$ cat src/rtl/deadline_timer_queue_assert.svh
// Assertion macros for the deadline timer queue.
// Used by the top level only; has no dependencies.
`ifndef DEADLINE_TIMER_QUEUE_ASSERT_SVH
`define DEADLINE_TIMER_QUEUE_ASSERT_SVH

// Condition c must hold in the same cycle as a.
`define DTQ_ASSERT_SAME(name, clk, rst, a, c, msg) \
  name: assert property (@(posedge clk) disable iff (rst) (a) |-> (c)) else $error(msg);

// Condition c must hold in the cycle after a.
`define DTQ_ASSERT_NEXT(name, clk, rst, a, c, msg) \
  name: assert property (@(posedge clk) disable iff (rst) (a) |=> (c)) else $error(msg);

`endif

$ cat src/rtl/dtq_pkg.sv
// Shared types and constants of the deadline timer queue.
// Used by dtq_cell, deadline_timer_queue and the testbench; depends on nothing.
package dtq_pkg;

  // Default sizes handed to the top level parameters.
  localparam int DEPTH_DEFAULT     = 16;
  localparam int TIME_BITS_DEFAULT = 32;

  // Fixed field widths.
  localparam int FIELD_TIME_W = 32;
  localparam int TASK_W       = 16;
  localparam int PEND_W       = 5;
  localparam int KIND_W       = 2;

  // Item modes.
  localparam logic MODE_SCHEDULE = 1'b0;
  localparam logic MODE_TICK     = 1'b1;

  // Result kinds.
  localparam logic [KIND_W-1:0] KIND_ACK     = 2'd0;
  localparam logic [KIND_W-1:0] KIND_FIRED   = 2'd1;
  localparam logic [KIND_W-1:0] KIND_NOTHING = 2'd2;

  // One input item.
  typedef struct packed {
    logic                    mode;
    logic [FIELD_TIME_W-1:0] due_time;
    logic [TASK_W-1:0]       task_id;
    logic [FIELD_TIME_W-1:0] now_time;
  } req_t;

  // One result item.
  typedef struct packed {
    logic [KIND_W-1:0] kind;
    logic [TASK_W-1:0] fired_task;
    logic              accepted;
    logic              last;
    logic [PEND_W-1:0] pending_count;
  } res_t;

  // Control broadcast to every cell of the row.
  typedef struct packed {
    logic shift;  // take the entry of the next cell up
    logic write;  // the cell at the write position takes the write data
  } cell_ctl_t;

endpackage

$ cat src/rtl/dtq_cell.sv
// One cell of the timer row: holds one due time and one task id.
// Depends on dtq_pkg for the control struct and the task width.
module dtq_cell #(
  parameter int TIME_BITS = dtq_pkg::TIME_BITS_DEFAULT,
  parameter int POS_W     = 5,
  parameter int INDEX     = 0
) (
  input  logic                      clk,
  input  dtq_pkg::cell_ctl_t        ctl,
  input  logic [POS_W-1:0]          pos,
  input  logic [TIME_BITS-1:0]      wr_due,
  input  logic [dtq_pkg::TASK_W-1:0] wr_task,
  input  logic [TIME_BITS-1:0]      nb_due,
  input  logic [dtq_pkg::TASK_W-1:0] nb_task,
  output logic [TIME_BITS-1:0]      due,
  output logic [dtq_pkg::TASK_W-1:0] task_id
);

  logic hit;

  // This cell is the target of a write when the position names it.
  assign hit = ctl.write && (pos == POS_W'(INDEX));

  // A write wins over the shift toward the head.
  always_ff @(posedge clk) begin
    if (hit) begin
      due     <= wr_due;
      task_id <= wr_task;
    end else if (ctl.shift) begin
      due     <= nb_due;
      task_id <= nb_task;
    end
  end

endmodule

$ cat src/rtl/deadline_timer_queue.sv
// Top level of the deadline timer queue: control and the row of cells.
// Depends on dtq_pkg, dtq_cell and deadline_timer_queue_assert.svh.
`include "deadline_timer_queue_assert.svh"

// A schedule item's acknowledgement appears on the next cycle and busy
// stays low, so schedule items may follow every cycle. A tick item keeps
// busy high while the row rotates the pending entries (at most DEPTH) one
// entry per cycle past the head cell, where the one due-time compare decides
// whether it fires or goes back to the tail; a closing state follows. The
// final result of a tick appears in the same cycle in which busy falls.
// Every result is shown for exactly one cycle with result_valid high and
// must be taken then, since there is no stall input.
module deadline_timer_queue #(
  parameter int DEPTH     = dtq_pkg::DEPTH_DEFAULT,
  parameter int TIME_BITS = dtq_pkg::TIME_BITS_DEFAULT
) (
  input  logic          clk,
  input  logic          rst,
  input  logic          start,
  output logic          busy,
  input  dtq_pkg::req_t request,
  output logic          result_valid,
  output dtq_pkg::res_t result
);

  localparam int CNT_W  = $clog2(DEPTH + 1);
  localparam int PW     = dtq_pkg::PEND_W;
  localparam int TW     = dtq_pkg::TASK_W;

  localparam logic [1:0] ST_IDLE   = 2'd0;
  localparam logic [1:0] ST_SCAN   = 2'd1;
  localparam logic [1:0] ST_FINISH = 2'd2;

  logic [1:0]           state;
  logic [CNT_W-1:0]     count;
  logic [CNT_W-1:0]     steps;
  logic [TIME_BITS-1:0] now;
  logic                 held_valid;
  logic [TW-1:0]        held_task;
  logic [CNT_W-1:0]     held_pend;

  logic [TIME_BITS-1:0] cell_due  [DEPTH];
  logic [TW-1:0]        cell_task [DEPTH];

  dtq_pkg::cell_ctl_t   ctl;
  logic [CNT_W-1:0]     wr_pos;
  logic [TIME_BITS-1:0] wr_due;
  logic [TW-1:0]        wr_task;
  logic                 accept;
  logic                 room;
  logic                 fire;

  assign busy   = (state != ST_IDLE);
  assign accept = start && (state == ST_IDLE);
  assign room   = (count < CNT_W'(DEPTH));
  assign fire   = (cell_due[0] <= now);

  // Row control: append on schedule, rotate on tick, keeping entries at the tail.
  always_comb begin
    ctl.shift = (state == ST_SCAN);
    ctl.write = 1'b0;
    wr_pos    = count;
    wr_due    = TIME_BITS'(request.due_time);
    wr_task   = request.task_id;
    if (state == ST_SCAN) begin
      ctl.write = !fire;
      wr_pos    = count - CNT_W'(1);
      wr_due    = cell_due[0];
      wr_task   = cell_task[0];
    end else if (accept && (request.mode == dtq_pkg::MODE_SCHEDULE)) begin
      ctl.write = room;
    end
  end

  // The row of cells, each handing its entry toward the head.
  genvar gi;
  generate
    for (gi = 0; gi < DEPTH; gi++) begin : g_cell
      logic [TIME_BITS-1:0] nb_due;
      logic [TW-1:0]        nb_task;
      if (gi < DEPTH - 1) begin : g_mid
        assign nb_due  = cell_due[gi+1];
        assign nb_task = cell_task[gi+1];
      end else begin : g_tail
        assign nb_due  = '0;
        assign nb_task = '0;
      end
      dtq_cell #(
        .TIME_BITS (TIME_BITS),
        .POS_W     (CNT_W),
        .INDEX     (gi)
      ) u_cell (
        .clk     (clk),
        .ctl     (ctl),
        .pos     (wr_pos),
        .wr_due  (wr_due),
        .wr_task (wr_task),
        .nb_due  (nb_due),
        .nb_task (nb_task),
        .due     (cell_due[gi]),
        .task_id (cell_task[gi])
      );
    end
  endgenerate

  // Sequencer: acknowledges schedules, scans on ticks and emits results.
  // A fired entry is held back so that the final one can carry last.
  always_ff @(posedge clk) begin
    if (rst) begin
      state        <= ST_IDLE;
      count        <= '0;
      steps        <= '0;
      held_valid   <= 1'b0;
      result_valid <= 1'b0;
      result       <= '0;
    end else begin
      result_valid <= 1'b0;
      case (state)
        ST_IDLE: begin
          if (accept) begin
            if (request.mode == dtq_pkg::MODE_SCHEDULE) begin
              result_valid         <= 1'b1;
              result.kind          <= dtq_pkg::KIND_ACK;
              result.fired_task    <= '0;
              result.accepted      <= room;
              result.last          <= 1'b1;
              if (room) begin
                count                <= count + CNT_W'(1);
                result.pending_count <= PW'(count + CNT_W'(1));
              end else begin
                result.pending_count <= PW'(count);
              end
            end else begin
              now        <= TIME_BITS'(request.now_time);
              held_valid <= 1'b0;
              steps      <= count;
              state      <= (count == '0) ? ST_FINISH : ST_SCAN;
            end
          end
        end
        ST_SCAN: begin
          if (fire) begin
            count      <= count - CNT_W'(1);
            held_valid <= 1'b1;
            held_task  <= cell_task[0];
            held_pend  <= count - CNT_W'(1);
            if (held_valid) begin
              result_valid         <= 1'b1;
              result.kind          <= dtq_pkg::KIND_FIRED;
              result.fired_task    <= held_task;
              result.accepted      <= 1'b0;
              result.last          <= 1'b0;
              result.pending_count <= PW'(held_pend);
            end
          end
          steps <= steps - CNT_W'(1);
          if (steps == CNT_W'(1)) begin
            state <= ST_FINISH;
          end
        end
        ST_FINISH: begin
          result_valid    <= 1'b1;
          result.accepted <= 1'b0;
          result.last     <= 1'b1;
          if (held_valid) begin
            result.kind          <= dtq_pkg::KIND_FIRED;
            result.fired_task    <= held_task;
            result.pending_count <= PW'(held_pend);
          end else begin
            result.kind          <= dtq_pkg::KIND_NOTHING;
            result.fired_task    <= '0;
            result.pending_count <= PW'(count);
          end
          held_valid <= 1'b0;
          state      <= ST_IDLE;
        end
        default: begin
          state <= ST_IDLE;
        end
      endcase
    end
  end

  // Conditions watched by the checks below.
  logic out_last;
  logic out_single;
  logic tick_take;
  assign out_last   = result_valid && result.last;
  assign out_single = result_valid && (result.kind != dtq_pkg::KIND_FIRED);
  assign tick_take  = accept && (request.mode == dtq_pkg::MODE_TICK);

  // The pending count never passes the table size.
  `DTQ_ASSERT_SAME(a_count_bound, clk, rst, 1'b1, count <= CNT_W'(DEPTH), "count above depth")

  // The closing result of an item reports the table as it now stands.
  `DTQ_ASSERT_SAME(a_last_count, clk, rst, out_last, result.pending_count == PW'(count), "bad count")

  // A tick taken in makes the block busy on the next cycle.
  `DTQ_ASSERT_NEXT(a_tick_busy, clk, rst, tick_take, busy, "tick did not start a scan")

  // Acknowledgements and empty results are always the only result of their item.
  `DTQ_ASSERT_SAME(a_single_last, clk, rst, out_single, result.last, "single result not last")

endmodule

$ cat config.mk
export PLATFORM = sky130hd
export DESIGN_NAME = deadline_timer_queue
export DESIGN_NICKNAME = d
export VERILOG_FILES = /design/src/rtl/dtq_pkg.sv /design/src/rtl/dtq_cell.sv /design/src/rtl/deadline_timer_queue.sv
export VERILOG_INCLUDE_DIRS = /design/src /design/src/rtl
export SDC_FILE = /design/constraint.sdc
export NUM_CORES = 1
export LEC_CHECK = 0
export ABC_AREA = 0
export BUFFER_PORTS_ARGS = -buffer_cell sky130_fd_sc_hd__buf_4
export CAP_MARGIN = 15
export CORE_MARGIN = 10
export CORE_UTILIZATION = 56
export DETAILED_ROUTE_END_ITERATION = 10
export PLACE_DENSITY = 0.76
export SLEW_MARGIN = 20
export SYNTH_ARGS = -nofsm -noshare
export SYNTH_HDL_FRONTEND = slang
export SYNTH_HIERARCHICAL = 1
export SYNTH_SLANG_ARGS = --single-unit
$ cat constraint.sdc
create_clock -name clk -period 5.1 [get_ports clk]
set_clock_uncertainty 0.05 [all_clocks]
set_input_delay 1.53 -clock clk [delete_from_list [all_inputs] [get_ports clk]]
set_output_delay 1.53 -clock clk [all_outputs]
set_load 0.01 [all_outputs]
Word-level counts from Yosys, hierarchy flattened. Cells that the tools add are included.

Flip-flop bits (word level): 860. Input port bits: 84. Output and inout bits: 27.

Add/subtract/negate cells: 3. Magnitude comparators: 2. Eq/ne operators: 24. Mux-type cells: 98. Bitwise gates (word level): 2. Reduce and logical (&&, ||, !) cells: 48.

Operator list (count): 2-to-1 mux 32 bit (33); 2-to-1 mux 16 bit (33); 2-to-1 mux 25 bit (4); case mux 25 bit (3 select lines) (1); equality test 5 x 4 -> 1 bit (second input constant) (8); 2-to-1 mux 5 bit (8); nonzero test 2 bit (18); <= comparator 32 bit (1); equality test 5 x 3 -> 1 bit (second input constant) (4); case mux 5 bit (2 select lines) (2); logical AND 1 bit (18); 2-to-1 mux 18 bit (1); AND reduction 4 bit (3); equality test 5 x 1 -> 1 bit (second input constant) (2); equality test 5 x 2 -> 1 bit (second input constant) (2); zero test 5 bit (2); subtractor 5 x 1 -> 5 bit (second input constant) (2); 2-to-1 mux 1 bit (9); AND reduction 3 bit (3); 2-to-1 mux 2 bit (4); != test 2 bit (second input constant) (4); case mux 1 bit (3 select lines) (2); adder 5 x 1 -> 5 bit (second input constant) (1); less-than comparator 5 bit (second input constant) (1); 9 further kinds (11).

Longest topological paths before layout.
Depth after elaboration: 7. Gate-level depth with buffers: 16. Mapped depth without buffers: 12.

Hierarchy. The synthesis kept the hierarchy.

Modules (own cells, without submodules): dtq_cell (g_cell[10].u_cell ...) (times used 4, cells each 104, area an instance 2079.5 sq um); dtq_cell (g_cell[1].u_cell ...) (times used 4, cells each 104, area an instance 2078.2 sq um); dtq_cell (g_cell[11].u_cell ...) (times used 4, cells each 104, area an instance 2043.2 sq um); deadline_timer_queue (times used 1, cells each 519, area an instance 5267.6 sq um); dtq_cell (g_cell[3].u_cell) (times used 1, cells each 105, area an instance 2078.2 sq um); dtq_cell (g_cell[12].u_cell) (times used 1, cells each 104, area an instance 2075.7 sq um); dtq_cell (g_cell[0].u_cell) (times used 1, cells each 104, area an instance 2069.5 sq um); dtq_cell (g_cell[15].u_cell) (times used 1, cells each 104, area an instance 2040.7 sq um).

Least setup slack after synthesis. Ideal clock, no wire load.

Path kind: register to register. Start point: register state[1]. End point: register g_cell[3].u_cell.due[0], enable pin. Library setup time: 0.413 ns. Arrival time: 4.613 ns. Data required time: 4.637 ns. Setup slack: 0.024 ns. Stages on the path, launching flop included: 14. Buffers on the path: 7. Period minus slack after synthesis: 5.076 ns. Cell sequence: dfxtp_1 inv_1 ha_1 clkbuf_1 clkbuf_1 clkbuf_1 clkbuf_1 xor2_1 nand4b_1 or3_1 clkbuf_1 buf_6 buf_6 nand2b_1.

RTL lines: start, declared (RTL line deadline_timer_queue.sv:34) `logic [1:0] state;`; start signal, assigned (RTL line deadline_timer_queue.sv:137) `state <= (count == '0) ? ST_FINISH : ST_SCAN;`; end signal, assigned (RTL line dtq_cell.sv:27) `due <= wr_due;`; end signal, assigned (RTL line dtq_cell.sv:30) `due <= nb_due;`; end, declared (RTL line dtq_cell.sv:15) `output logic [TIME_BITS-1:0] due,`.

==> results.py <==
metrics = {
    "final_layout": {
        "diodes": 0,
        "drive_above_1_share_pct": 39.4,
        "area_growth_pct": 13.6,
        "fin_util_pct": 64.5,
        "nets": 2515,
    },
    "synth": {
        "ys_seq_area_share_pct": 66.3,
        "ys_ff_latch": 860,
        "synthCells": 2184,
        "synth-main-ff-cell": "edfxtp_1",
        "avgSynthCellArea_sq_um": 17.6,
        "synthTopCellsByArea": "edfxtp_1 64%, mux2_2 15%, mux2_1 5.9%, mux2_4 3.9%, dfxtp_1 2.0%",
        "synth.distinct_cells": 66,
        "synth_edf_count": 821,
        "async_reset_ff_share_pct": 0,
        "synth_largest_area_cell": "edfxtp_1",
        "synth_top_cell_area_share_pct": 64.3,
        "netlist_area_sq_mm": 0.0383,
        "yosysWarnings": 6,
        "yosys-top-cells-count": "821 x edfxtp_1, 516 x mux2_2, 202 x mux2_1, 99 x mux2_4, 52 x buf_2",
        "yosysMostFrequentCell": "edfxtp_1",
    },
    "clock_network": {
        "path_clk_slew_ns": 0.06,
        "cts_tree": "done",
        "cts_resized": 0,
        "clockBufferDepth": 3,
        "numCtsBuffers": 88,
        "post_cts.repair.setup_buffers": 0,
        "htreeDepth": 3,
        "cts_root_buffer": "clkbuf_16",
        "cts_sinks": 860,
        "clk_latency_ns": 0.64,
        "postCtsHoldBufs": 0,
    },
    "worst_hold_path": {
        "worstHoldPathType": "reg2reg",
    },
    "drt": {
        "final_antenna_net_count": 0,
        "drt_iter0_drc": 1256,
        "finalWirelength_microns": 76100,
        "avgRoutedWirePerCell_microns": 22.8,
        "vias": 19800,
        "post-route-drc-count": 0,
        "viasPerCell": 5.92,
        "firstDrtPassIters": 5,
    },
    "run_status": {
        "status": "finished, final reports clean",
    },
    "sta": {
        "period_minus_slack_ns": 4.56,
        "finalSetupTns_ns": 0,
        "slew_viol_final": 0,
        "maxSlewHeadroom_pct": 30.1,
        "fmax_ghz": 0.219,
        "final_hold_viol_count": 0,
        "rsz0062_at_grt": "no",
        "setup_viol": 0,
        "tightest_slew_ns": 1.04,
        "finalCritPeriodShare_pct": 89.5,
    },
    "placement": {
        "dp_hpwl_microns": 48300,
        "port_buffers": 110,
        "routabilityCongestion": 0.829,
    },
    "floorplanning": {
        "rows": 95,
        "coreArea_sq_mm": 0.0675,
        "die_w_microns": 282,
        "dieArea_sq_mm": 0.0793,
        "pin_count": 111,
        "fp.dieH_microns": 282,
        "initial_utilization_pct": 56.8,
    },
    "worst_setup_path": {
        "startpoint": "g_cell[0].u_cell/due[29]",
        "cp-end-kind": "flip-flop",
        "required_ns": 5.32,
        "r2r_end": "g_cell[3].u_cell/due[20]",
        "r2r_setup_slack_ns": 0.54,
        "cp_max_fo": 32,
        "worst-setup-path-type": "reg2reg",
        "r2r_start": "g_cell[0].u_cell/due[29]",
        "endpoint": "g_cell[3].u_cell/due[20]",
        "crit_arrival_ns": 4.78,
        "timing.reg2reg.worst_path_depth": 12,
        "start_kind": "flip-flop",
    },
    "global_route": {
        "overflow": 0,
        "grt_max_degree": 58,
        "first_global_vias": 20700,
        "grt_pass1_wl_microns": 119000,
        "grtUsageTotal_pct": 19.2,
        "antenna_found_initial": 1,
    },
    "pwr": {
        "p_leak_nw": 15.4,
        "vdd_drop_max_mv": 0.325,
        "p_per_area_mw_per_mm2": 472,
    },
    "job": {
        "cap_viol_max_count": 0,
    },
}
-- where the power goes --
part / leakage [nW] / internal [mW] / total [mW] / switching, mW
sequential: 7.75 / 9.51 / 9.89 / 0.379
clock: 1.45 / 3.91 / 6.58 / 2.67
combinational: 6.15 / 1.60 / 4.08 / 2.48
total: 15.4 / 15.0 / 20.6 / 5.53
-- how the worst min path moves through the flow --
stage / startpoint / to / slack (ns) / cells past startpoint
floorplan: g_cell[0].u_cell/task_id[0] / held_task[0] / 0.37 / 0
global placement: g_cell[0].u_cell/task_id[7] / held_task[7] / 0.38 / 0
detailed placement: g_cell[0].u_cell/task_id[7] / held_task[7] / 0.38 / 0
CTS: g_cell[0].u_cell/task_id[7] / held_task[7] / 0.39 / 0
global route: g_cell[0].u_cell/task_id[7] / held_task[7] / 0.41 / 0
finish: g_cell[0].u_cell/task_id[7] / held_task[7] / 0.39 / 0
-- registers in the layout (all words and copies together), names as in the netlist --
signal	count
result_valid	1
held_pend	5
g_cell.u_cell/due	512
held_task	16
g_cell.u_cell/task_id	256
count	5
now	32
held_valid	1
steps	5
result	25
state	2
-- metal layers --
layer / share of wire (%) / GRT usage [%] / up-vias
met3: 4.9 / 3.00 / 102
met2: 52 / 33.8 / 459
met5: 0 / 0 / -
li1: - / - / 8988
met4: 2.4 / 6.25 / 0
met1: 41 / 24.0 / 10200
-- area by class of cell --
type | count | area, sq um
timing repair buffer | 181 | 1570
clock buffer | 108 | 2320
clock inverter | 55 | 652
sequential | 860 | 25400
tap | 873 | 1090
inverter | 46 | 173
multi-input combinational | 1212 | 12300
fill | 4536 | 24000
-- cells by family (layout without fill, tap and decap cells) --
logic type	Yosys count	count (layout)	share of synthesized area [%]
flip-flops	860	860	66.3
multiplexers	819	819	25.0
AND/OR/NAND/NOR	164	164	2.58
buffers and inverters	159	390	2.25
AO/OA/AOI/OAI	130	130	2.22
adder cells (fa/ha/maj)	42	42	1.37
XOR/XNOR	9	9	0.206
other	1	48	0.00978
-- cell usage in the layout (no fill, tap or decap), types with 5 or more instances in the layout --
| master | count |
|---|---|
| o21ai_0 | 36 |
| mux2_4 | 99 |
| nor3b_4 | 5 |
| clkinv_2 | 18 |
| nand3b_1 | 11 |
| edfxtp_1 | 821 |
| nand4b_1 | 5 |
| mux2_1 | 202 |
| nor3_1 | 16 |
| ha_1 | 41 |
| nor2_1 | 24 |
| o2111ai_1 | 16 |
| nand2_1 | 42 |
| buf_12 | 17 |
| nand4_1 | 9 |
| clkbuf_1 | 17 |
| inv_1 | 44 |
| a211oi_1 | 6 |
| nor4b_2 | 5 |
| or2_2 | 5 |
| clkinv_1 | 14 |
| bufinv_16 | 13 |
| clkbuf_16 | 89 |
| o21ai_1 | 5 |
| mux2_2 | 516 |
| conb_1 | 48 |
| nand3_1 | 7 |
| dfxtp_1 | 39 |
| a21oi_1 | 32 |
| buf_4 | 164 |
| nand2b_2 | 11 |
-- worst max-delay path: stages (launching register included) --
cell and delay [ns]:
edfxtp_1 0.44, ha_1 0.34, nand4_2 0.23, nor3_1 0.52, a221oi_1 0.31, a21boi_1 0.27
a21o_1 0.14, nand2_1 0.06, nand2_1 0.36, nand4b_1 0.15, or3_2 0.68, nand2b_2 0.18
buf_4 0.42
-- through the flow --
stage	instance area (sq um)	setup slack, ns	std cells	total power [mW]	hold WS, ns
finish	43600	0.537	3335	20.6	0.390
global placement	40600	0.622	3172	13.9	0.380
global route	43600	0.316	3335	21.4	0.408
floorplan	38500	0.0235	2231	12.7	0.370
detailed placement	40600	0.457	3172	14.1	0.381
CTS	43600	0.442	3335	20.7	0.395
Note: power is estimated with default switching activity, not from simulation.
